==> src/rtl/max_weight_nondecreasing_chain_macros.svh <==
// ---------------------------------------------------------------------------
// Chain block assertion macros
// Shared property wrappers for the chain block and its pass unit.
// ---------------------------------------------------------------------------
`ifndef MAX_WEIGHT_NONDECREASING_CHAIN_MACROS_SVH
`define MAX_WEIGHT_NONDECREASING_CHAIN_MACROS_SVH

// Implication checked on every clock edge outside reset.
`define MWC_ASSERT_IMP(label, ante, cons) \
    label: assert property (@(posedge clk) disable iff (!rst_n) (ante) |-> (cons)) \
        else $error("mwc assertion failed");

// Implication checked in the cycle after the antecedent.
`define MWC_ASSERT_NEXT(label, ante, cons) \
    label: assert property (@(posedge clk) disable iff (!rst_n) (ante) |=> (cons)) \
        else $error("mwc assertion failed");

`endif

==> src/rtl/mwc_pkg.sv <==
// ---------------------------------------------------------------------------
// Chain block package
// Widths, depth and shared types for the chain block.
// ---------------------------------------------------------------------------
package mwc_pkg;
    localparam int MAX_ITEMS   = 256;
    localparam int KEY_BITS    = 10;
    localparam int WEIGHT_BITS = 20;
    localparam int SUM_BITS    = 28;
    localparam int IDX_BITS    = $clog2(MAX_ITEMS);
    localparam int CNT_BITS    = $clog2(MAX_ITEMS + 1);
    localparam logic [SUM_BITS-1:0] SUM_MAX = '1;

    typedef enum logic [1:0] {
        ST_LOAD,
        ST_PASS,
        ST_DRAIN,
        ST_OUT
    } state_t;

    // Control broadcast from the sequencer to every cell.
    typedef struct packed {
        logic                ins;    // insertion beat
        logic [KEY_BITS-1:0] key;
        logic [WEIGHT_BITS-1:0] weight;
        logic                shift;  // during the pass, rotate weights one place
        logic                clear;  // end of run
    } cell_ctrl_t;
endpackage

==> src/rtl/mwc_cell.sv <==
// ---------------------------------------------------------------------------
// Chain cell
// One slot of the sorted row: holds key, weight and a valid flag; on load it
// keeps, takes the new item, or takes its left neighbor (insertion shift).
// During the pass the weights rotate one place toward index zero on each shift.
// ---------------------------------------------------------------------------
module mwc_cell (
    input  logic                              clk,
    input  logic                              rst_n,
    input  mwc_pkg::cell_ctrl_t               ctrl,
    input  logic                              left_valid,
    input  logic                              left_precedes, // new item before left
    input  logic [mwc_pkg::KEY_BITS-1:0]      left_key,
    input  logic [mwc_pkg::WEIGHT_BITS-1:0]   left_weight,
    input  logic [mwc_pkg::WEIGHT_BITS-1:0]   right_weight,
    output logic                              valid,
    output logic                              precedes,      // new item before this
    output logic [mwc_pkg::KEY_BITS-1:0]      key,
    output logic [mwc_pkg::WEIGHT_BITS-1:0]   weight
);
    logic                            valid_reg;
    logic [mwc_pkg::KEY_BITS-1:0]    key_reg, key_next;
    logic [mwc_pkg::WEIGHT_BITS-1:0] weight_reg, weight_next;

    assign precedes = valid_reg &&
        ((ctrl.key < key_reg) || ((ctrl.key == key_reg) && (ctrl.weight < weight_reg)));

    always_comb
    begin
        key_next    = key_reg;
        weight_next = weight_reg;
        if (ctrl.ins)
        begin
            if (left_valid && left_precedes)
            begin
                key_next    = left_key;
                weight_next = left_weight;
            end
            else if (!valid_reg || precedes)
            begin
                key_next    = ctrl.key;
                weight_next = ctrl.weight;
            end
        end
        else if (ctrl.shift)
        begin
            weight_next = right_weight;
        end
    end

    // The new item lands in the first free or first later slot.
    always_ff @(posedge clk or negedge rst_n)
    begin
        if (!rst_n)
            valid_reg <= 1'b0;
        else if (ctrl.clear)
            valid_reg <= 1'b0;
        else if (ctrl.ins && left_valid)
            valid_reg <= 1'b1;
    end

    always_ff @(posedge clk)
    begin
        key_reg    <= key_next;
        weight_reg <= weight_next;
    end

    assign valid  = valid_reg;
    assign key    = key_reg;
    assign weight = weight_reg;
endmodule

==> config.mk <==
export PLATFORM = sky130hd
export DESIGN_NAME = mwc_cell
export DESIGN_NICKNAME = d
export VERILOG_FILES = /design/src/rtl/max_weight_nondecreasing_chain_macros.svh /design/src/rtl/mwc_pkg.sv /design/src/rtl/mwc_cell.sv
export SDC_FILE = /design/constraint.sdc
export NUM_CORES = 1
export LEC_CHECK = 0
export BUFFER_PORTS_ARGS = -buffer_cell sky130_fd_sc_hd__buf_2
export CAP_MARGIN = 10
export CORE_MARGIN = 2
export CORE_UTILIZATION = 40
export CTS_BUF_LIST = sky130_fd_sc_hd__clkbuf_8
export DETAILED_ROUTE_END_ITERATION = 10
export GPL_TIMING_DRIVEN = 0
export PLACE_DENSITY = 0.72
export SLEW_MARGIN = 0
export SYNTH_ARGS = -nofsm -noshare
export SYNTH_HDL_FRONTEND = slang
export SYNTH_SLANG_ARGS = --single-unit
==> constraint.sdc <==
create_clock -name clk -period 7 [get_ports clk]
set_input_delay 1.05 -clock clk [delete_from_list [all_inputs] [get_ports clk]]
set_output_delay 1.05 -clock clk [all_outputs]
set_load 0.03 [all_outputs]
==> results of run 1 <==
[worst max-delay path by stage]
stage | from | endpoint | cells past startpoint
final | ctrl[31] | precedes | 8
after detailed placement | ctrl[31] | precedes | 8
after CTS | ctrl[31] | precedes | 8
after floorplan | ctrl[31] | weight[0]$_DFFE_PP_ | 6
after global routing | ctrl[31] | precedes | 8
after global placement | ctrl[31] | weight[15]$_DFFE_PP_ | 7
[power groups by stage]
stage               clock network [mW]  registers (mW)  logic, mW
global route                     0.164           0.235      0.185
finish                           0.155           0.233      0.166
global placement                     0           0.236      0.161
CTS                              0.158           0.233      0.168
floorplan                            0           0.269     0.0721
detailed placement                   0           0.237      0.166
[synth_stat cells (2+ instances only)]
library cell	count	area [sq um]
a211oi_1	3	22.5
a21oi_1	31	155
inv_1	31	116
nand4_1	4	25.0
mux2_1	9	101
nand2b_1	2	12.5
ha_1	29	363
buf_2	2	10.0
clkbuf_1	5	18.8
nand3_1	2	10.0
o21ai_0	5	25.0
nand2_1	11	41.3
mux2i_1	20	200
nor2_1	26	97.6
edfxtp_1	30	901
[kinds of logic after synthesis]
kind of cell	count (synthesis)	share of synthesized area
compound gates	45	0.126
simple gates	49	0.0967
fa+ha+maj	29	0.161
mux	30	0.139
buf+inv	39	0.0661
flops	31	0.411
[routing by layer]
layer  share of wire  GRT usage  vias to the layer above
met3           0.067     0.0284                        4
li1                -          -                     1045
met5               0          0                        -
met2            0.52      0.345                       80
met1            0.41      0.210                      931
met4          0.0082     0.0517                        0
[final cells by class]
type                            count  area, sq um
Tap cell                           72         90.1
Buffer                              8         32.5
Timing Repair Buffer              118          597
Multi-Input combinational cell    153         1180
Sequential cell                    31          926
Clock inverter                      1         3.75
Fill cell                         514         2430
Clock buffer                        7         96.3
Inverter                           31          116
[layout by cell type, fill, tap and decap left out, types with 3 or more instances in the layout]
| cell | netlist | layout |
|---|---|---|
| nand2_1 | 11 | 11 |
| clkbuf_1 | 5 | 5 |
| clkbuf_8 | 0 | 7 |
| nor2_1 | 26 | 26 |
| nand4_1 | 4 | 4 |
| ha_1 | 29 | 29 |
| a21oi_1 | 31 | 31 |
| mux2_1 | 9 | 9 |
| a211oi_1 | 3 | 3 |
| edfxtp_1 | 30 | 30 |
| mux2i_1 | 20 | 20 |
| o21ai_0 | 5 | 5 |
| inv_1 | 31 | 32 |
| buf_2 | 2 | 119 |
[per-stage QoR]
| stage | hold WS, ns | instances |
|---|---|---|
| floorplan | 0.707 | 223 |
| global placement | 0.588 | 412 |
| detailed placement | 0.605 | 413 |
| CTS | 0.525 | 421 |
| global route | 0.522 | 421 |
| finish | 0.535 | 421 |
==> impl_metrics.ini, run 1 <==
[critical_path]
reg2reg_from = key[9]$_DFFE_PP_
critical_path.top_delay_family = simple AND/OR/NAND/NOR gates
crit_chain = buf_2 > ha_1 > nand4_1 > or4_4 > a21oi_2 > o2111ai_2 > a21boi_1 > buf_2
cp-start-kind = input port
path_class = in2out
cp.required_ns = 5.95
endpoint_kind = primary output
cp_common_cell = buf_2
rrSetupSlack_ns = 4.01
critPathMaxStageDelay_ns = 0.54
reg2reg_depth = 8
path_buf_inv = 2
cp_max_fo = 3
crit_slowest_cell = or4_4
r2r-end = weight[15]$_DFFE_PP_
cp.arrival_ns = 2.91

[place]
hpwlAfterDp_mm = 4.72
placed_area_sq_um = 2950
place_ws_ns = 3.04
port_buffers = 117
gp_congestion = 0.792

[timing]
setup_violations = 0
fin_tns_setup_ns = 0
slew_violations = 0
period_share = 0.566
hold_violations = 0
fin_ws_ns = 3.04
layout_min_cycle_time_ns = 3.96
rsz0062_at_grt = no
max_freq_mhz = 253
worstMarginPinSlew_ns = 0.723
finClkSkew_ns = 0.00886
maxSlewHeadroom = 0.517

[drt]
drtIter0Drc = 96
drt_pass1_iterations = 4
vias_per_cell = 4.89
ant_nets = 0
drc = 0
wl_per_cell_um = 13.9
dr_total_vias = 2060
drt-total-wl_mm = 5.83

[synthesis]
synth_cell_types = 28
synth_nets = 339
syn_avg_cell_area_sq_um = 10.1
ys_warn_count = 0
ys_ff_latch = 31
synth-edff-count = 30
synth_top_flop_cell = edfxtp_1
synth_async_sr_flop_share = 0.0323
synthCells = 223
syn_area_sq_um = 2250
ys_seq_area_frac = 0.411

[layout]
fin_util = 0.556
syn_to_final_growth_pct = 35.2
largest_reg_flops = 20
drive_gt1_frac = 0.384
fin_area_sq_um = 3050
layout.nets = 464
antenna_cells = 0

[cts]
clk_pin_slew_ns = 0.07
clk_path_buf_depth = 2
post_cts_buffers = 0
cts_buffers = 5
root_buffer = clkbuf_8
clock_sinks = 31
cts_hold_buf = 0
cts_tree = built
post_cts_resized = 0
htree_levels = 2
clock_latency_ns = 0.28

[min_path]
hold_path.class = in2async

[die]
initial_core_util = 0.412
fp.dieH_um = 79.0
num_rows = 27
dieArea_sq_um = 6250
die_w_um = 79.0
pin_count = 119
coreArea_sq_um = 5470

[run_status]
status = finished clean

[power_and_ir_drop]
p_leak_nw = 1.60
clkPwrFrac = 0.280
vdd_drop_max_v = 0.0000784
netSwitchingPower_mw = 0.175
pwr-share-comb = 0.299
p_per_area_nw_per_um2 = 182
power.total_mw = 0.553
swShare = 0.317
p_int_mw = 0.378
seqPwrFrac = 0.421

[global_route]
grt_max_degree = 12
grt_pass1_wl_mm = 8.68
grt_pass1_vias = 1898
track_usage = 0.182
gr-total-overflow = 0
antenna_found_initial = 0

[job]
drv_cap = 0
Power figures use the tool's default switching activity.
==> inputs of run 2 (changes only) <==
--- a/config.mk
+++ b/config.mk
@@ -12,7 +12,7 @@
 export CTS_BUF_LIST = sky130_fd_sc_hd__clkbuf_8
 export DETAILED_ROUTE_END_ITERATION = 10
 export GPL_TIMING_DRIVEN = 0
-export PLACE_DENSITY = 0.72
+export PLACE_DENSITY = 0.75
 export SLEW_MARGIN = 0
 export SYNTH_ARGS = -nofsm -noshare
 export SYNTH_HDL_FRONTEND = slang
==> constraint.sdc (replaced) <==
create_clock -name clk -period 3.4 [get_ports clk]
set_input_delay 0.51 -clock clk [delete_from_list [all_inputs] [get_ports clk]]
set_output_delay 0.51 -clock clk [all_outputs]
set_load 0.03 [all_outputs]
==> run 2 against run 1 <==
Sequential power rose by 110%. Via count fell by 0.78%. Core utilization fell by 0.091 points. Critical path depth did not move. Clock-buffer cell count fell by 2. Clock skew fell by 0.0037 ns. Combinational power rose by 110%. Worst setup slack got worse by 2.6 ns. Die area did not move. First-iteration DRC count fell by 50%. Non-clock buffer count rose by 1. Worst hold slack got worse by 0.17 ns. Critical path type is now reg2out. Largest cell class unchanged.
==> impl_metrics.ini, run 2 (same netlist as run 1, synthesis figures left out) <==
[layout]
finalNonFillerCells = 422
largest_reg_flops = 20
syn_to_final_growth_pct = 35.0
drive_gt1_frac = 0.380
final_common_cell = buf_2
mostFrequentLayoutCells = 119 x buf_2, 33 x inv_1, 31 x a21oi_1
antenna_cells = 0
layout.nets = 465
n_fill_cell = 545
fin_area_sq_um = 3040

[timing]
worstMarginPinSlew_ns = 0.675
max_freq_mhz = 341
finClkSkew_ns = 0.00519
period_share = 0.863
slew_violations = 0
hold_violations = 0
maxSlewHeadroom = 0.550
hold_slack_ns = 0.365
layout_min_cycle_time_ns = 2.94
rsz0062_at_grt = no
setup_violations = 0

[min_path]
hold_end = valid$_DFFE_PN0P_
holdCritStartpoint = ctrl[0]
hold_path.class = in2reg
whs_path_depth = 2

[die]
fp.dieH_um = 79.0
num_rows = 27
initial_core_util = 0.412
dieArea_sq_um = 6250
die_w_um = 79.0
coreArea_sq_um = 5470
pin_count = 119

[global_route]
track_usage = 0.185
grt_pass1_vias = 2045
grt_max_degree = 14
antenna_found_initial = 0
grt_pass1_wl_mm = 9.03
gr-total-overflow = 0

[critical_path]
r2r-end = weight[11]$_DFFE_PP_
cp_max_fo = 3
path_class = reg2out
cp-start-kind = register
reg2reg_depth = 8
cp.arrival_ns = 2.43
reg2reg_from = key[9]$_DFFE_PP_
rrSetupSlack_ns = 0.52
endpoint_kind = primary output
cp.required_ns = 2.89

[place]
dp_cells = 413
hpwlAfterDp_mm = 4.62
placed_area_sq_um = 2950
gp_congestion = 0.810
port_buffers = 117

[cts]
root_buffer = clkbuf_8
htree_levels = 2
cts_buffers = 5
clk_pin_slew_ns = 0.07
cts_tree = built
post_cts_resized = 0
clock_sinks = 31
clk_path_buf_depth = 2
clock_latency_ns = 0.28
post_cts_buffers = 0

[power_and_ir_drop]
netSwitchingPower_mw = 0.361
vdd_drop_max_v = 0.000225
clkPwrFrac = 0.252
swShare = 0.329
p_int_mw = 0.736
seqPwrFrac = 0.436
pwr-share-comb = 0.312
p_leak_nw = 1.60
p_per_area_nw_per_um2 = 361

[drt]
drt-total-wl_mm = 5.63
drc = 0
vias_per_cell = 4.84
dr_total_vias = 2044
drtIter0Drc = 48
drt_pass1_iterations = 4
wl_per_cell_um = 13.3
ant_nets = 0

[job]
drv_cap = 0

[run_status]
status = finished clean
## run 2: final cells by class
cell class	instances	area, sq um	share of cell area
Buffer	8	32.5	0.0107
Clock buffer	5	68.8	0.0226
Clock inverter	3	12.5	0.00412
Inverter	31	116	0.0383
Multi-Input combinational cell	153	1180	0.389
Sequential cell	31	926	0.305
Tap cell	72	90.1	0.0296
Timing Repair Buffer	119	611	0.201
## run 2: power by group through the flow
stage          registers [mW]  clock network (mW)  logic (mW)
2_1_floorplan           0.554                   0       0.148
3_3_place_gp            0.486                   0       0.330
3_5_place_dp            0.487                   0       0.343
4_1_cts                 0.479               0.286       0.346
5_1_grt                 0.483               0.303       0.381
6_report                0.478               0.277       0.342
## run 2: critical path, cell delays in order (launching register included)
cell       delay [ns]
edfxtp_1         0.35
inv_1            0.05
ha_1             0.31
nand4_1          0.16
or4_4            0.55
a21oi_2          0.14
o2111ai_2        0.19
a21boi_1         0.18
buf_2            0.22
## run 2: per-layer routing
layer	part of all wire	vias up	global-route usage	routed length (um)
li1	-	1043	-	-
met1	0.41	923	0.215	2300
met2	0.51	72	0.337	2860
met3	0.071	6	0.0409	399
met4	0.012	0	0.0569	66
met5	0	-	0	0
## run 2: stage by stage
stage,util,power [mW],TNS [ns],setup slack (ns)
floorplan,-,0.702,0,0.0183
global placement,0.535,0.816,-14.75,-0.739
detailed placement,0.539,0.830,0,0.256
CTS,0.556,1.11,0,0.434
global route,0.556,1.17,0,0.288
finish,0.556,1.10,0,0.465
## run 2: timing repair
item	4_1_cts	5_1_grt
endpoints found under the setup margin	0	0
hold buffers	1	0
hold endpoints to repair	1	0
## run 2: worst max-delay path by stage
stage	from	to	cells past startpoint
5_1_grt	key[7]$_DFFE_PP_	precedes	8
4_1_cts	key[9]$_DFFE_PP_	precedes	8
3_3_place_gp	ctrl[31]	weight[11]$_DFFE_PP_	7
2_1_floorplan	key[9]$_DFFE_PP_	weight[0]$_DFFE_PP_	7
3_5_place_dp	ctrl[31]	weight[7]$_DFFE_PP_	8
6_report	key[9]$_DFFE_PP_	precedes	8
==> inputs of run 3 (changes only) <==
--- a/config.mk
+++ b/config.mk
@@ -7,7 +7,7 @@
 export LEC_CHECK = 0
 export BUFFER_PORTS_ARGS = -buffer_cell sky130_fd_sc_hd__buf_2
 export CAP_MARGIN = 10
-export CORE_MARGIN = 2
+export CORE_MARGIN = 1.5
 export CORE_UTILIZATION = 40
 export CTS_BUF_LIST = sky130_fd_sc_hd__clkbuf_8
 export DETAILED_ROUTE_END_ITERATION = 10
==> run 3 against run 2 <==
Critical path type unchanged. Worst hold slack improved by 0.011 ns. Combinational power hardly changed. Critical endpoint unchanged. Highest routed layer unchanged. Non-clock buffer count unchanged. Final area about the same. Critical path depth unchanged. Sequential power hardly changed.
==> impl_metrics.ini, run 3 (same netlist as run 1, synthesis figures left out) <==
[place]
gp_congestion = 0.764
hpwlAfterDp_mm = 4.67
port_buffers = 117
placed_area_sq_um = 2950
dp_cells = 413
place_ws_ns = 0.249

[timing]
setup_violations = 0
worstMarginPinSlew_ns = 0.636
layout_min_cycle_time_ns = 2.94
finClkSkew_ns = 0.00638
hold_violations = 0
fin_ws_ns = 0.460
max_freq_mhz = 340
maxSlewHeadroom = 0.576
slew_violations = 0
rsz0062_at_grt = no
period_share = 0.865

[drt]
topRoutingLayerUsed = met4
drtIter0Drc = 67
wl_met2_mm = 2.94
dr_wl_met3_um = 272
ant_nets = 0
dr_total_vias = 2029
vias_per_cell = 4.81
drt-total-wl_mm = 5.63
drt_pass1_iterations = 4
drc = 0
drt-met1-wl_mm = 2.36
wl_per_cell_um = 13.3

[die]
dieArea_sq_um = 6090
num_rows = 27
coreArea_sq_um = 5470
pin_count = 119
fp.dieH_um = 78.0
die_w_um = 78.0
initial_core_util = 0.412

[layout]
mostFrequentLayoutCells = 119 x buf_2, 32 x inv_1, 31 x a21oi_1
syn_to_final_growth_pct = 34.9
largest_reg_flops = 20
finalNonFillerCells = 422
layout.nets = 465
drive_gt1_frac = 0.377
antenna_cells = 0
fin_util = 0.555
fin_area_sq_um = 3040
final_common_cell = buf_2

[critical_path]
cp.arrival_ns = 2.43
endpoint_kind = primary output
cp_max_fo = 3
path_class = reg2out
cp.required_ns = 2.89
cp-start-kind = register

[power_and_ir_drop]
p_per_area_nw_per_um2 = 358
vdd_drop_max_v = 0.000229
p_leak_nw = 1.60
power.total_mw = 1.09

[global_route]
track_usage = 0.186
grt_max_degree = 13
antenna_found_initial = 0
gr-total-overflow = 0
grt_pass1_vias = 2045
grt_pass1_wl_mm = 8.89

[cts]
cts_tree = built
htree_levels = 2
clk_path_buf_depth = 2
cts_buffers = 5
root_buffer = clkbuf_8
clock_latency_ns = 0.28
clk_pin_slew_ns = 0.07
clock_sinks = 31

[run_status]
status = finished clean

[min_path]
hold_path.class = in2reg

[job]
drv_cap = 0
## run 3: changes by cell type in the layout (fill, tap and decap cells not counted), sizes merged
cell / change
clkinv: +1
inv: -1
## run 3: layout make-up
class / instances / area [sq um]
fillers: 527 / 2430
multi-input cells: 153 / 1180
flip-flops and latches: 31 / 926
repair buffers: 119 / 611
inverters: 31 / 116
well taps: 72 / 90.1
clock buffers: 5 / 68.8
plain buffers: 8 / 32.5
clock inverters: 3 / 11.3
## run 3: worst paths after layout
path / end / startpoint / slack [ns] / depth (start not counted)
setup / recovery: precedes / key[7]$_DFFE_PP_ / 0.46 / 8
hold / removal: valid$_DFFE_PN0P_ / ctrl[0] / 0.38 / 2
setup reg to reg: weight[10]$_DFFE_PP_ / key[7]$_DFFE_PP_ / 0.52 / 8
hold reg to reg: valid$_DFFE_PN0P_ / valid$_DFFE_PN0P_ / 0.60 / 2
max in group asynchronous: valid$_DFFE_PN0P_ / rst_n / 2.77 / 2
min in group asynchronous: valid$_DFFE_PN0P_ / rst_n / 0.54 / 2
## run 3: worst max-delay path, cell delays in order, from the launching register on
cell	delay, ns
edfxtp_1	0.36
inv_1	0.06
ha_1	0.29
nand4_1	0.15
or4_4	0.55
a21oi_2	0.15
o2111ai_2	0.19
a21boi_1	0.18
buf_2	0.22
## run 3: power by group
| part | total [mW] | internal (mW) | switching [mW] |
|---|---|---|---|
| registers | 0.479 | 0.462 | 0.0162 |
| clock network | 0.266 | 0.136 | 0.129 |
| logic | 0.343 | 0.136 | 0.207 |
## run 3: metal layers
layer | vias up | global-route usage
met1 | 918 | 0.216
met2 | 62 | 0.349
met5 | - | 0
met3 | 4 | 0.0337
met4 | 0 | 0.0536
li1 | 1045 | -
## run 3: per-stage QoR
stage	hold WS [ns]	setup TNS, ns
after floorplan	0.214	0
after global placement	0.284	-15.30
after detailed placement	0.286	0
after CTS	0.364	0
after global routing	0.371	0
final	0.376	0
## run 3: repair_timing
action,in CTS,in global routing
endpoints found under the hold margin,1,0
hold buffers,1,0
gates resized for setup,0,0
buffers inserted,0,0
